File: src/design/ipv4frt_pkg.sv
// Shared types and constants of the IPv4 fragment reassembly tracker.
// Depends on nothing; the front end, queue, sequencer and top level import it.
package ipv4frt_pkg;

    localparam logic OP_FRAGMENT = 1'b0;
    localparam logic OP_TICK     = 1'b1;

    localparam logic [3:0]  MIN_IHL         = 4'd5;
    localparam logic [15:0] TTL_SCALE_RESET = 16'd1000;

    // word counter of the coverage bitmap: a datagram spans at most 128 words
    localparam int unsigned WORD_CNT_W = 8;

    typedef enum logic [2:0] {
        ST_PASS     = 3'd0,
        ST_STORED   = 3'd1,
        ST_COMPLETE = 3'd2,
        ST_FULL     = 3'd3,
        ST_EXPIRED  = 3'd4,
        ST_BADLEN   = 3'd5
    } status_t;

    typedef struct packed {
        logic        opcode;
        logic [31:0] src_addr;
        logic [31:0] dst_addr;
        logic [15:0] ident;
        logic [7:0]  protocol;
        logic [12:0] frag_offset;
        logic        more_fragments;
        logic [15:0] total_len;
        logic [3:0]  header_words;
        logic [7:0]  ttl;
    } item_t;

    typedef struct packed {
        status_t     status;
        logic [5:0]  context_index;
        logic [15:0] payload_length;
        logic [5:0]  header_bytes;
        logic        last;
    } result_t;

    typedef enum logic [1:0] {
        WK_PASS,
        WK_BADLEN,
        WK_FRAG,
        WK_TICK
    } work_kind_t;

    // classified item handed from the front end to the sequencer
    typedef struct packed {
        work_kind_t  kind;
        logic [31:0] src;
        logic [31:0] dst;
        logic [23:0] keyip;
        logic [12:0] fo;
        logic        mf;
        logic [3:0]  hw;
        logic [15:0] endb;
        logic [13:0] endblk;
        logic [23:0] life_add;
    } work_t;

    typedef struct packed {
        logic [31:0] src;
        logic [31:0] dst;
        logic [23:0] keyip;
        logic        length_known;
        logic [15:0] payload_total;
        logic [3:0]  first_hw;
        logic [47:0] deadline;
    } ctx_t;

endpackage

File: src/design/ipv4frt_front.sv
// Front end: takes input items, holds the lifetime scale register and
// classifies each item (pass, bad length, fragment, tick). Uses ipv4frt_pkg.
module ipv4frt_front
    import ipv4frt_pkg::*;
#(
    parameter int unsigned BLOCKS_PER_DATAGRAM = 8192
) (
    input  logic        clk,
    input  logic        rst_n,
    input  logic        item_valid,
    output logic        item_stall,
    input  item_t       item,
    input  logic        ttl_scale_we,
    input  logic [15:0] ttl_scale_wdata,
    input  logic        init_busy,
    input  logic        q_full,
    output logic        q_push,
    output work_t       q_data
);

    localparam logic [14:0] BLOCK_LIMIT = 15'(BLOCKS_PER_DATAGRAM);

    logic        st_valid_reg;
    logic        st_valid_next;
    item_t       st_reg;
    logic [15:0] scale_reg;
    logic        accept;

    logic [5:0]  ihl;
    logic        short_len;
    logic [15:0] payload;
    logic [16:0] endb;
    logic [13:0] nblk;
    logic [14:0] endblk;
    logic        bad;

    assign item_stall = init_busy || (st_valid_reg && q_full);
    assign accept     = item_valid && !item_stall;
    assign q_push     = st_valid_reg && !q_full;

    always_comb
    begin
        ihl       = {st_reg.header_words, 2'b00};
        short_len = st_reg.total_len < 16'(ihl);
        payload   = st_reg.total_len - 16'(ihl);
        endb      = 17'({st_reg.frag_offset, 3'b000}) + 17'(payload);
        nblk      = 14'((17'(payload) + 17'd7) >> 3);
        endblk    = 15'(st_reg.frag_offset) + 15'(nblk);
        bad       = (st_reg.header_words < MIN_IHL) || short_len || endb[16]
                    || (endblk > BLOCK_LIMIT);

        q_data.src      = st_reg.src_addr;
        q_data.dst      = st_reg.dst_addr;
        q_data.keyip    = {st_reg.ident, st_reg.protocol};
        q_data.fo       = st_reg.frag_offset;
        q_data.mf       = st_reg.more_fragments;
        q_data.hw       = st_reg.header_words;
        q_data.endb     = endb[15:0];
        q_data.endblk   = endblk[13:0];
        q_data.life_add = 24'(st_reg.ttl) * 24'(scale_reg);

        if (st_reg.opcode == OP_TICK)
        begin
            q_data.kind = WK_TICK;
        end
        else if (!st_reg.more_fragments && (st_reg.frag_offset == 13'd0))
        begin
            q_data.kind = WK_PASS;
        end
        else if (bad)
        begin
            q_data.kind = WK_BADLEN;
        end
        else
        begin
            q_data.kind = WK_FRAG;
        end

        st_valid_next = accept ? 1'b1 : (q_push ? 1'b0 : st_valid_reg);
    end

    always_ff @(posedge clk or negedge rst_n)
    begin
        if (!rst_n)
        begin
            st_valid_reg <= 1'b0;
            scale_reg    <= TTL_SCALE_RESET;
        end
        else
        begin
            st_valid_reg <= st_valid_next;
            if (ttl_scale_we)
            begin
                scale_reg <= ttl_scale_wdata;
            end
        end
    end

    always_ff @(posedge clk)
    begin
        if (accept)
        begin
            st_reg <= item;
        end
    end

endmodule

File: config.mk
export PLATFORM = sky130hd
export DESIGN_NAME = ipv4frt_front
export DESIGN_NICKNAME = d
export VERILOG_FILES = /design/src/design/ipv4frt_pkg.sv /design/src/design/ipv4frt_front.sv
export SDC_FILE = /design/constraint.sdc
export NUM_CORES = 1
export LEC_CHECK = 0
export BUFFER_PORTS_ARGS = -buffer_cell sky130_fd_sc_hd__buf_2
export CAP_MARGIN = 20
export CELL_PAD_IN_SITES_DETAIL_PLACEMENT = 1
export CELL_PAD_IN_SITES_GLOBAL_PLACEMENT = 2
export CORE_MARGIN = 4
export CORE_UTILIZATION = 34
export CTS_BUF_LIST = sky130_fd_sc_hd__clkbuf_4 sky130_fd_sc_hd__clkbuf_8
export CTS_CLUSTER_DIAMETER = 120
export DETAILED_ROUTE_END_ITERATION = 10
export GPL_TIMING_DRIVEN = 0
export PLACE_DENSITY_LB_ADDON = 0.1
export SYNTH_ARGS = -nofsm -noshare
export SYNTH_HDL_FRONTEND = slang
export SYNTH_SLANG_ARGS = --single-unit
File: constraint.sdc
create_clock -name clk -period 8.35 [get_ports clk]
set_clock_uncertainty 0.05 [all_clocks]
set_input_delay 1.67 -clock clk [delete_from_list [all_inputs] [get_ports clk]]
set_output_delay 1.67 -clock clk [all_outputs]
set_load 0.1 [all_outputs]
==> impl_metrics.ini <==
[status]
status = finished, final reports clean

[sta]
relSlewSlack = 0.5906
finalHoldViolCount = 0
slew_viol_final = 0
setup_viol = 0
setup_tns_ns = 0
max_freq_mhz = 126.5
timing.hold.ws_ns = 0.4841
layout_min_cycle_time_ns = 7.903
worstMarginPinSlew_ns = 0.6094
rsz0062_at_grt = no
min_period_over_period = 0.9465

[drt]
firstDrtPassIters = 4
drt_wl_total_mm = 31.26
avgViaCountPerCell = 4.522
postRouteAntennaNets = 0
routedWlPerCell_um = 17.48
drtIter0Drc = 232
num_vias = 8085
route.detailed.drc = 0

[global_routing]
grt_max_degree = 57
grt-ovfl-total = 0
grt_pass1_vias = 9026
grt_pass1_wl_mm = 49.78
antenna_found_initial = 8
grt.total_usage = 0.1797

[final_layout]
largest_reg_flops = 106
regArea_um2 = 4367
multi_input_area_um2 = 5542
layout.nets = 1645
fillers = 3673
final_util = 0.4276
final_layout_size_suffix_gt1_frac = 0.3797
area_delta_synth_final_pct = 24.26

[logic_synthesis]
synth_seq_cells = 148
synth_flop_cell = edfxtp_1
synth-edff-count = 131
ys_top_cells_by_area = edfxtp_1 (35%), fa_1 (16%), ha_1 (8.4%)
yosys.area.top_type = edfxtp_1
syn_inst = 995
synth-warning-count = 0
syn-cell-area_um2 = 11170
yosysUniqueCellTypes = 72
synth_top_area_share = 0.3522
synthArstFlopShare = 0.1149
seq_area_frac_synth = 0.3910
avgSynthCellArea_um2 = 11.22
syn_nets = 1310

[floorplanning]
die_area_um2 = 35810
core_area_um2 = 32450
io_pins = 317
start_util = 0.3441
die_w_um = 189.2
row_count = 66
die_y_um = 189.2

[place]
dp_hpwl_mm = 26.01
gp_congestion = 0.7632
io_buffers = 315

[worst_setup_path]
critical_path.startpoint_type = flip-flop
end_kind = primary output
path_class = reg2out
path_max_fanout = 10
critPathArrivalTime_ns = 6.18
crit_required_ns = 6.63
reg2reg_slack_ns = 6.16

[clocking]
cts_setup_buffers = 0
cts_buffers = 17
clkLatencyLatePin_ns = 0.48
clk_path_buf_depth = 2
cts.sinks = 148
clkTransAtPathRegs_ns = 0.10
cts_root_buf = clkbuf_8
h-tree-depth = 4
cts_tree = done

[min_path]
hp-class = reg2reg

[run]
maxCapViolCount = 0
==> metal layers <==
layer	GRT usage	vias up	share of wire
met4	0.05370	10	0.017
li1	-	3901	-
met1	0.2209	3919	0.42
met2	0.3024	218	0.49
met5	0	-	0.0024
met3	0.05973	37	0.076
==> synthesized netlist by cell type, types with 4 or more instances <==
cell type,instances
o21bai_1,10
nor3_1,8
and2_1,60
clkbuf_1,19
a21o_1,16
nand2b_1,4
mux2_2,16
inv_1,113
a21oi_1,39
a211oi_1,5
ha_1,75
buf_4,108
o21ai_0,13
o21a_1,5
or3_1,4
nand3_1,7
xnor2_1,39
nor2_1,30
dfstp_2,6
nand2_1,92
nor2b_1,5
dfrtp_1,11
nand4_1,4
nor4_1,7
edfxtp_1,131
xor2_1,20
fa_1,87
==> worst max-delay path: stages, from the launching register on <==
cell and delay [ns]:
edfxtp_1 0.56, clkbuf_2 0.31, nand2_1 0.12, fa_1 0.54
inv_1 0.06, fa_1 0.51, fa_1 0.52, fa_1 0.49
ha_1 0.38, a21oi_1 0.29, o211ai_1 0.24, a221oi_4 0.39
o31ai_1 0.14, a21oi_1 0.30, nor2_1 0.12, o221ai_1 0.23
xnor2_1 0.15, clkbuf_4 0.36
==> what timing repair did <==
item,CTS,global route
hold buffers,0,0
endpoints found under the hold margin,0,0
pin swaps,0,1
resized for setup,4,15
setup endpoints to repair,5,7
==> cells in the final DEF (no fill, tap or decap), types with 5 or more instances in the layout <==
master / instances
mux2_2: 16
clkbuf_8: 17
clkbuf_1: 14
buf_4: 109
inv_8: 6
a211oi_1: 5
a21oi_1: 39
o21ai_0: 13
nor2b_1: 5
o21a_1: 5
a21o_1: 16
nor4_1: 7
inv_1: 113
ha_1: 75
nand2_1: 92
fa_1: 87
xnor2_1: 37
dfstp_2: 6
nor2_1: 30
o21bai_1: 9
edfxtp_1: 131
dfrtp_1: 11
and2_1: 59
nand3_1: 7
xor2_1: 19
nor3_1: 6
buf_2: 312
==> per-stage QoR <==
stage / instances / worst slack, ns / instance area (um2)
2_1_floorplan: 995 / 0.05957 / 11190
3_3_place_gp: 1752 / 0.3277 / 13320
3_5_place_dp: 1754 / 0.3340 / 13380
4_1_cts: 1786 / 0.0008402 / 13820
5_1_grt: 1787 / 0.02343 / 13870
6_report: 1788 / 0.4470 / 13880
==> path summary, 6_finish.rpt <==
| kind | start | end | depth (start not counted) |
|---|---|---|---|
| max | st_reg[7]$_DFFE_PP_ | q_data[22] | 17 |
| min | st_valid_reg$_DFFE_PN0P_ | st_valid_reg$_DFFE_PN0P_ | 1 |
| max reg2reg | st_valid_reg$_DFFE_PN0P_ | st_reg[24]$_DFFE_PP_ | 4 |
| min reg2reg | st_valid_reg$_DFFE_PN0P_ | st_valid_reg$_DFFE_PN0P_ | 1 |
| max in group asynchronous | rst_n | scale_reg[9]$_DFFE_PN1P_ | 1 |
| min in group asynchronous | rst_n | scale_reg[2]$_DFFE_PN0P_ | 1 |
==> layout make-up <==
| type | count | area share |
|---|---|---|
| multi-input cells | 602 | 0.3993 |
| well taps | 442 | 0.03985 |
| plain buffers | 131 | 0.06573 |
| diodes | 3 | 0.0005410 |
| clock inverters | 15 | 0.01398 |
| inverters | 113 | 0.03057 |
| flip-flops and latches | 148 | 0.3147 |
| repair buffers | 317 | 0.1185 |
| clock buffers | 17 | 0.01686 |
==> cell families (layout without fill, tap and decap cells) <==
| family | Yosys count | in the layout | synth area share |
|---|---|---|---|
| compound gates | 124 | 124 | 0.07562 |
| xor+xnor | 60 | 60 | 0.04773 |
| fa+ha+maj | 162 | 162 | 0.2400 |
| buf+inv | 245 | 593 | 0.1195 |
| flops | 148 | 148 | 0.3910 |
| mux | 16 | 16 | 0.01613 |
| other cells | 0 | 3 | 0 |
| simple gates | 240 | 240 | 0.1100 |
Power is left out: the tool's default activity adds up to more than one toggle a clock period on the data nets, which glitch-free logic cannot reach.
