**src/design/ipv4frt_pkg.sv**
```systemverilog
// Shared types and constants of the IPv4 fragment reassembly tracker.
// Depends on nothing; the front end, queue, sequencer and top level import it.
package ipv4frt_pkg;

    localparam logic OP_FRAGMENT = 1'b0;
    localparam logic OP_TICK     = 1'b1;

    localparam logic [3:0]  MIN_IHL         = 4'd5;
    localparam logic [15:0] TTL_SCALE_RESET = 16'd1000;

    // word counter of the coverage bitmap: a datagram spans at most 128 words
    localparam int unsigned WORD_CNT_W = 8;

    typedef enum logic [2:0] {
        ST_PASS     = 3'd0,
        ST_STORED   = 3'd1,
        ST_COMPLETE = 3'd2,
        ST_FULL     = 3'd3,
        ST_EXPIRED  = 3'd4,
        ST_BADLEN   = 3'd5
    } status_t;

    typedef struct packed {
        logic        opcode;
        logic [31:0] src_addr;
        logic [31:0] dst_addr;
        logic [15:0] ident;
        logic [7:0]  protocol;
        logic [12:0] frag_offset;
        logic        more_fragments;
        logic [15:0] total_len;
        logic [3:0]  header_words;
        logic [7:0]  ttl;
    } item_t;

    typedef struct packed {
        status_t     status;
        logic [5:0]  context_index;
        logic [15:0] payload_length;
        logic [5:0]  header_bytes;
        logic        last;
    } result_t;

    typedef enum logic [1:0] {
        WK_PASS,
        WK_BADLEN,
        WK_FRAG,
        WK_TICK
    } work_kind_t;

    // classified item handed from the front end to the sequencer
    typedef struct packed {
        work_kind_t  kind;
        logic [31:0] src;
        logic [31:0] dst;
        logic [23:0] keyip;
        logic [12:0] fo;
        logic        mf;
        logic [3:0]  hw;
        logic [15:0] endb;
        logic [13:0] endblk;
        logic [23:0] life_add;
    } work_t;

    typedef struct packed {
        logic [31:0] src;
        logic [31:0] dst;
        logic [23:0] keyip;
        logic        length_known;
        logic [15:0] payload_total;
        logic [3:0]  first_hw;
        logic [47:0] deadline;
    } ctx_t;

endpackage

```
**src/design/ipv4frt_queue.sv**
```systemverilog
// Two-entry queue of classified work between front end and sequencer.
// Depends on ipv4frt_pkg.
module ipv4frt_queue
    import ipv4frt_pkg::*;
(
    input  logic  clk,
    input  logic  rst_n,
    input  logic  push,
    input  work_t wdata,
    input  logic  pop,
    output work_t rdata,
    output logic  full,
    output logic  empty
);

    work_t      entry_reg [2];
    logic       wr_ptr_reg;
    logic       wr_ptr_next;
    logic       rd_ptr_reg;
    logic       rd_ptr_next;
    logic [1:0] count_reg;
    logic [1:0] count_next;

    assign full  = (count_reg == 2'd2);
    assign empty = (count_reg == 2'd0);
    assign rdata = entry_reg[rd_ptr_reg];

    always_comb
    begin
        wr_ptr_next = push ? ~wr_ptr_reg : wr_ptr_reg;
        rd_ptr_next = pop ? ~rd_ptr_reg : rd_ptr_reg;
        count_next  = count_reg + 2'(push) - 2'(pop);
    end

    always_ff @(posedge clk or negedge rst_n)
    begin
        if (!rst_n)
        begin
            wr_ptr_reg <= 1'b0;
            rd_ptr_reg <= 1'b0;
            count_reg  <= 2'd0;
        end
        else
        begin
            wr_ptr_reg <= wr_ptr_next;
            rd_ptr_reg <= rd_ptr_next;
            count_reg  <= count_next;
        end
    end

    always_ff @(posedge clk)
    begin
        if (push)
        begin
            entry_reg[wr_ptr_reg] <= wdata;
        end
    end

endmodule

```
**config.mk**
```make
export PLATFORM = sky130hd
export DESIGN_NAME = ipv4frt_queue
export DESIGN_NICKNAME = d
export VERILOG_FILES = /design/src/design/ipv4frt_pkg.sv /design/src/design/ipv4frt_queue.sv
export SDC_FILE = /design/constraint.sdc
export NUM_CORES = 1
export LEC_CHECK = 0
export ABC_CLOCK_PERIOD_IN_PS = 9500
export BUFFER_PORTS_ARGS = -buffer_cell sky130_fd_sc_hd__buf_2
export CORE_UTILIZATION = 40
export CTS_BUF_LIST = sky130_fd_sc_hd__clkbuf_2 sky130_fd_sc_hd__clkbuf_4 sky130_fd_sc_hd__clkbuf_8
export DETAILED_ROUTE_END_ITERATION = 8
export GPL_ROUTABILITY_DRIVEN = 0
export GPL_TIMING_DRIVEN = 0
export HOLD_SLACK_MARGIN = 0.12
export SLEW_MARGIN = 10
export SYNTH_ARGS = -nofsm -noshare
export SYNTH_HDL_FRONTEND = slang
export SYNTH_SLANG_ARGS = --single-unit
```
**constraint.sdc**
```tcl
create_clock -name clk -period 9.5 [get_ports clk]
set_clock_uncertainty 0.05 [all_clocks]
set_input_delay 0.475 -clock clk [delete_from_list [all_inputs] [get_ports clk]]
set_output_delay 0.475 -clock clk [all_outputs]
set_load 0.05 [all_outputs]
```
==> impl_metrics.ini, run 1 <==
[setup_path]
critical-path-max-stage-delay_ps = 330
endpoint_kind = output pin
critPathLaunch = rd_ptr_reg
path_max_fanout = 10
crit_top_cell = buf_6
r2r-end = entry_reg[1][111]
crit_chain = buf_6 -> buf_6 -> buf_6 -> mux2_4 -> buf_2
crit_path_top_delay_cell = dfrtp_1
r2r_slack_ps = 7640
crit_path_end = rdata[140]
r2r-start = wr_ptr_reg
critPathArrivalTime_ps = 2030
worstSetupStartpointType = flip-flop
criticalPathCategory = flip-flop to output pin
cp.required_ps = 8980
reg2regPathDepth = 3

[final_layout]
synthToLayoutAreaGrowth_pct = 41.3
drive_gt1_frac = 0.541
antenna_cells = 0
largest_reg_flops = 324
layout.nets = 1246
fillCellCount = 2328

[pwr]
swShare = 0.403
power_switching_w = 0.00223
p_per_area_nw_per_um2 = 322
pwr-share-seq = 0.357
p_int_w = 0.00330
leakage_nw = 6.80
combPwrFrac = 0.440
peakVddDrop_mv = 0.233
power_w = 0.00553
p_clk_frac = 0.203

[synthesis]
ys.flop_type = edfxtp_1
syn_nets = 687
synth_seq_area_share = 0.808
synth.cell_area_um2 = 12200
ys_top_cells_by_area = edfxtp_1, mux2_4, mux2_2
ys_types = 13
yosys-top-cells-count = edfxtp_1, mux2_2, mux2_4, buf_2, buf_6
yosysWarnings = 0
synthArstFlopShare = 0.0122
ys_ff_latch = 328
yosysTopAreaCellShare = 0.800
synth-edff-count = 324
syn_inst = 519
avgSynthCellArea_um2 = 23.4
yosysMostFrequentCell = edfxtp_1
synth_area_leader_cell = edfxtp_1

[timing]
rsz0062_at_grt = false
fin_crit_sh = 0.269
post-route-min-period_ps = 2550
relSlewSlack = 0.551
max_freq_mhz = 392
drv_slew = 0
hold_violations = 0
timing.final.ws_setup_ps = 6950
setup_viol = 0
tightest_slew_ps = 672

[clocking]
worst_skew_pair.late_latency_ps = 550
clock-sinks = 328
h-tree-depth = 2
clk_pin_slew_worst_paths_ps = 60
clockBufferDepth = 3
ctsResizeCount = 0
root_buffer = clkbuf_8
cts_tree = done
numCtsBuffers = 52

[global_route]
grt_pass1_wl_um = 38700
overflow = 0
grt_usage = 0.163
grt_pass1_vias = 7265
antenna_found_initial = 1
grt_max_degree = 43

[floorplanning]
ios = 330
start_util = 0.408
die_y_um = 176
die_x_um = 176
die_area_um2 = 31100
fp-row-count = 63
core-area_um2 = 29800

[route]
ant_nets = 0
wl_per_cell_um = 17.1
drt_wl_total_um = 25700
vias = 6775
route.detailed.drc = 0
dr.pass1.iters = 4
drt-initial-drc-count = 315
viasPerCell = 4.51

[place]
io_buffers = 329
pre_cts_ws_ps = 7420
dpl.hpwl_um = 16500

[flow_run]
cap_viol_max_count = 0

[worst_hold_path]
hold_class = primary input to async pin

[run_status]
status = finished clean
==> critical path: cells and delay by family (launching register included) <==
kind     cells  cell delay, ps
flops        1             330
buf+inv      4             800
mux          1             330
==> cells in the final DEF, fill, tap and decap left out <==
cell           netlist  final
clkbuf_4             0     23
dlygate4sd3_1        0    165
xor2_1               2      2
mux2_4              70     70
ha_1                 2      2
buf_2                9    338
buf_6                9      9
clkinv_2             0      2
buf_16               0      4
edfxtp_1           324    324
clkbuf_8             0     55
and2_4               0      1
mux2_2              92     92
nor2b_1              2      1
clkinv_1             0      9
inv_1                2      2
buf_12               0      7
dfrtp_1              4      4
nor2_1               1      1
xor3_1               1      1
nor2b_4              0      1
==> kinds of logic (layout without fill, tap and decap cells) <==
kind of cell | Yosys count | in the layout | share of synthesized area
fa+ha+maj | 2 | 2 | 0.00206
simple gates | 4 | 4 | 0.00185
buf+inv | 20 | 614 | 0.0127
flops | 328 | 328 | 0.808
mux | 162 | 162 | 0.172
xor+xnor | 3 | 3 | 0.00340
==> power by group through the flow <==
stage,registers [W],clock network (W),logic (W)
after floorplan,0.00206,0,0.00184
after global placement,0.00211,0,0.00233
after detailed placement,0.00200,0,0.00240
after CTS,0.00198,0.00116,0.00247
after global routing,0.00200,0.00122,0.00255
final,0.00197,0.00112,0.00243
==> layout make-up <==
type	instances	area, µm²	share of cell area
flip-flops and latches	328	9830	0.572
repair buffers	505	3550	0.207
multi-input cells	171	2190	0.127
clock buffers	78	930	0.0541
well taps	390	488	0.0284
plain buffers	18	146	0.00852
clock inverters	11	43.8	0.00255
inverters	2	7.51	0.000437
==> how the worst min path moves through the flow <==
| stage | startpoint | endpoint | slack [ps] | depth (start not counted) |
|---|---|---|---|---|
| 5_1_grt | rst_n | count_reg[1] | 170 | 2 |
| 3_5_place_dp | rst_n | count_reg[0] | 240 | 1 |
| 2_1_floorplan | rst_n | count_reg[0] | 130 | 0 |
| 3_3_place_gp | rst_n | count_reg[0] | 240 | 1 |
| 4_1_cts | rst_n | count_reg[1] | 160 | 2 |
| 6_report | rst_n | count_reg[1] | 200 | 2 |
==> routing by layer <==
metal | share of wire | routed length [µm] | vias to the layer above | global-route usage
met5 | 0.00051 | 13 | - | 0
met4 | 0.018 | 456 | 2 | 0.0521
met3 | 0.097 | 2490 | 38 | 0.0644
met2 | 0.49 | 12500 | 268 | 0.274
met1 | 0.40 | 10200 | 3265 | 0.192
li1 | - | - | 3202 | -
==> metrics by stage <==
stage,setup TNS [ps],std cells,hold slack [ps],util,cell area [µm²]
global placement,-597330,1238,237,0.480,14300
detailed placement,0,1249,239,0.488,14600
CTS,0,1503,160,0.577,17200
finish,0,1503,200,0.577,17200
floorplan,0,519,129,-,12200
global route,0,1503,174,0.577,17200
==> what timing repair did <==
item / in CTS / in global routing
hold endpoints to repair: 330 / 0
hold buffers: 165 / 0
buffers inserted: 0 / 0
Power figures use the tool's default switching activity.
==> run 2, diff against run 1 <==
ABC_AREA = 1   (was default)
ABC_CLOCK_PERIOD_IN_PS = 2370   (was 9500)
clock period = 2.37 ns   (was 9.5 ns; I/O delays follow)
==> impl_metrics.ini, run 2 <==
[floorplanning]
core-area_um2 = 30800
ios = 330
die_y_um = 180
die_area_um2 = 32300
die_x_um = 180
start_util = 0.409
fp-row-count = 64

[pwr]
swShare = 0.457
leakage_nw = 7.57
p_clk_frac = 0.195
power_switching_w = 0.0110
pwr-share-seq = 0.329
peakVddDrop_mv = 0.840
p_per_area_nw_per_um2 = 1360
p_int_w = 0.0131
combPwrFrac = 0.476

[timing]
fin_tns_setup_ps = 0
rsz0062_at_grt = false
relSlewSlack = 0.705
setup_viol = 0
hold_violations = 0
fin_crit_sh = 0.920
tightest_slew_ps = 441
max_freq_mhz = 459
drv_slew = 0
post-route-min-period_ps = 2180

[place]
dp.cells = 1608
io_buffers = 329
dpl_cell_area_um2 = 15000
dpl.hpwl_um = 18800

[clocking]
cts_tree = done
worst_skew_pair.late_latency_ps = 550
clk_pin_slew_worst_paths_ps = 60
numCtsBuffers = 54
root_buffer = clkbuf_8
ctsResizeCount = 0
clock-sinks = 328
clockBufferDepth = 3
h-tree-depth = 2

[route]
vias = 8363
dr.pass1.iters = 6
wl_per_cell_um = 15.6
drt-initial-drc-count = 411
drt_wl_total_um = 29000
route.detailed.drc = 16
viasPerCell = 4.50
ant_nets = 0

[global_route]
grt.met3_usage = 0.0533
grt_util_met2 = 0.320
grt_pass1_vias = 8744
overflow = 0
grt_pass1_wl_um = 45300
use_met1 = 0.202
grt_usage = 0.179
antenna_found_initial = 2
top_usage_layer = met2
grt_max_degree = 36

[final_layout]
final_cell_mix = buf_2, edfxtp_1, inv_1
drive_gt1_frac = 0.372
largest_reg_flops = 324
layout.nets = 1603
synthToLayoutAreaGrowth_pct = 40.3
final_core_util = 0.575
fin_area_um2 = 17700
layout_commonest_cell = buf_2
instances_no_fill = 1859

[setup_path]
cp.required_ps = 2200
endpoint_kind = output pin
r2r-start = wr_ptr_reg
criticalPathCategory = flip-flop to output pin
r2r-end = entry_reg[0][90]
reg2regPathDepth = 6
worstSetupStartpointType = flip-flop
critPathArrivalTime_ps = 2010
path_max_fanout = 10
r2r_slack_ps = 430

[worst_hold_path]
min_from = wdata[25]
hold_path_end = entry_reg[0][25]
hold_class = primary input to flip-flop
hold_depth = 2

[synthesis]
ys_ff_latch = 328
yosysMostFrequentCell = edfxtp_1
synth.cell_area_um2 = 12600
yosysTopAreaCellShare = 0.771
ys_top_cells_by_area = edfxtp_1, o21ai_2, inv_1
syn_nets = 1039
ys.flop_type = edfxtp_1
avgSynthCellArea_um2 = 14.5
ys_types = 15
yosysWarnings = 0
synthArstFlopShare = 0.0122
yosys-top-cells-count = edfxtp_1, inv_1, nand2_1, o21ai_2, o21ai_0
synth-edff-count = 324
synth_seq_area_share = 0.779
synth_area_leader_cell = edfxtp_1
syn_inst = 871

[run_status]
status = finished with violations
violations = design-rule violations

[flow_run]
cap_viol_max_count = 0
run 2: worst max-delay path by stage:
| stage | start | end | slack (ps) | cells past startpoint |
|---|---|---|---|---|
| 2_1_floorplan | wr_ptr_reg | entry_reg[1][0] | -970 | 2 |
| 3_3_place_gp | wr_ptr_reg | entry_reg[1][89] | -2640 | 2 |
| 3_5_place_dp | wr_ptr_reg | entry_reg[0][90] | 70 | 6 |
| 4_1_cts | wr_ptr_reg | entry_reg[0][90] | 40 | 6 |
| 5_1_grt | rd_ptr_reg | rdata[14] | 50 | 4 |
| 6_report | rd_ptr_reg | rdata[14] | 190 | 4 |
run 2: per-stage QoR:
stage          hold slack (ps)  setup WS, ps  total power, W
3_3_place_gp              -119         -2640          0.0192
2_1_floorplan             -227          -971          0.0164
5_1_grt                    204          46.6          0.0252
6_report                   237           190          0.0241
4_1_cts                    186          38.0          0.0244
3_5_place_dp              -120          68.3          0.0194
run 2: layer usage:
metal / up-vias / part of all wire
li1: 4093 / -
met1: 3966 / 0.39
met2: 250 / 0.52
met3: 54 / 0.068
met4: 0 / 0.027
met5: - / 0
run 2: final cells by class:
class	instances	area (µm²)
Fill cell	2505	13100
Sequential cell	328	9830
Timing Repair Buffer	508	3580
Multi-Input combinational cell	338	1850
Clock buffer	74	912
Inverter	169	638
Tap cell	396	495
Buffer	36	320
Clock inverter	8	85.1
Antenna cell	2	5.00
run 2: logic make-up (layout without fill, tap and decap cells):
family / count (synthesis) / in the layout / synth area share
flops: 328 / 328 / 0.779
other cells: 0 / 2 / 0
buf+inv: 205 / 795 / 0.0756
compound gates: 162 / 162 / 0.0910
fa+ha+maj: 2 / 2 / 0.00198
simple gates: 172 / 172 / 0.0512
xor+xnor: 2 / 2 / 0.00139
run 2: what timing repair did:
action                                  4_1_cts  5_1_grt
endpoints found under the setup margin        0       10
hold endpoints to repair                    344        0
buffers inserted                              0        1
hold buffers                                166        0
run 2: power by group through the flow:
stage | registers [W] | clock network (W) | logic, W
after floorplan | 0.00810 | 0 | 0.00831
after global placement | 0.00821 | 0 | 0.0110
after detailed placement | 0.00804 | 0 | 0.0114
after CTS | 0.00793 | 0.00482 | 0.0116
after global routing | 0.00802 | 0.00505 | 0.0121
final | 0.00793 | 0.00469 | 0.0115
run 2: critical path, cell delays in order (launching register included):
cell      delay (ps)
dfrtp_1          370
buf_6            150
clkbuf_1         230
o21ai_0          360
buf_2            340
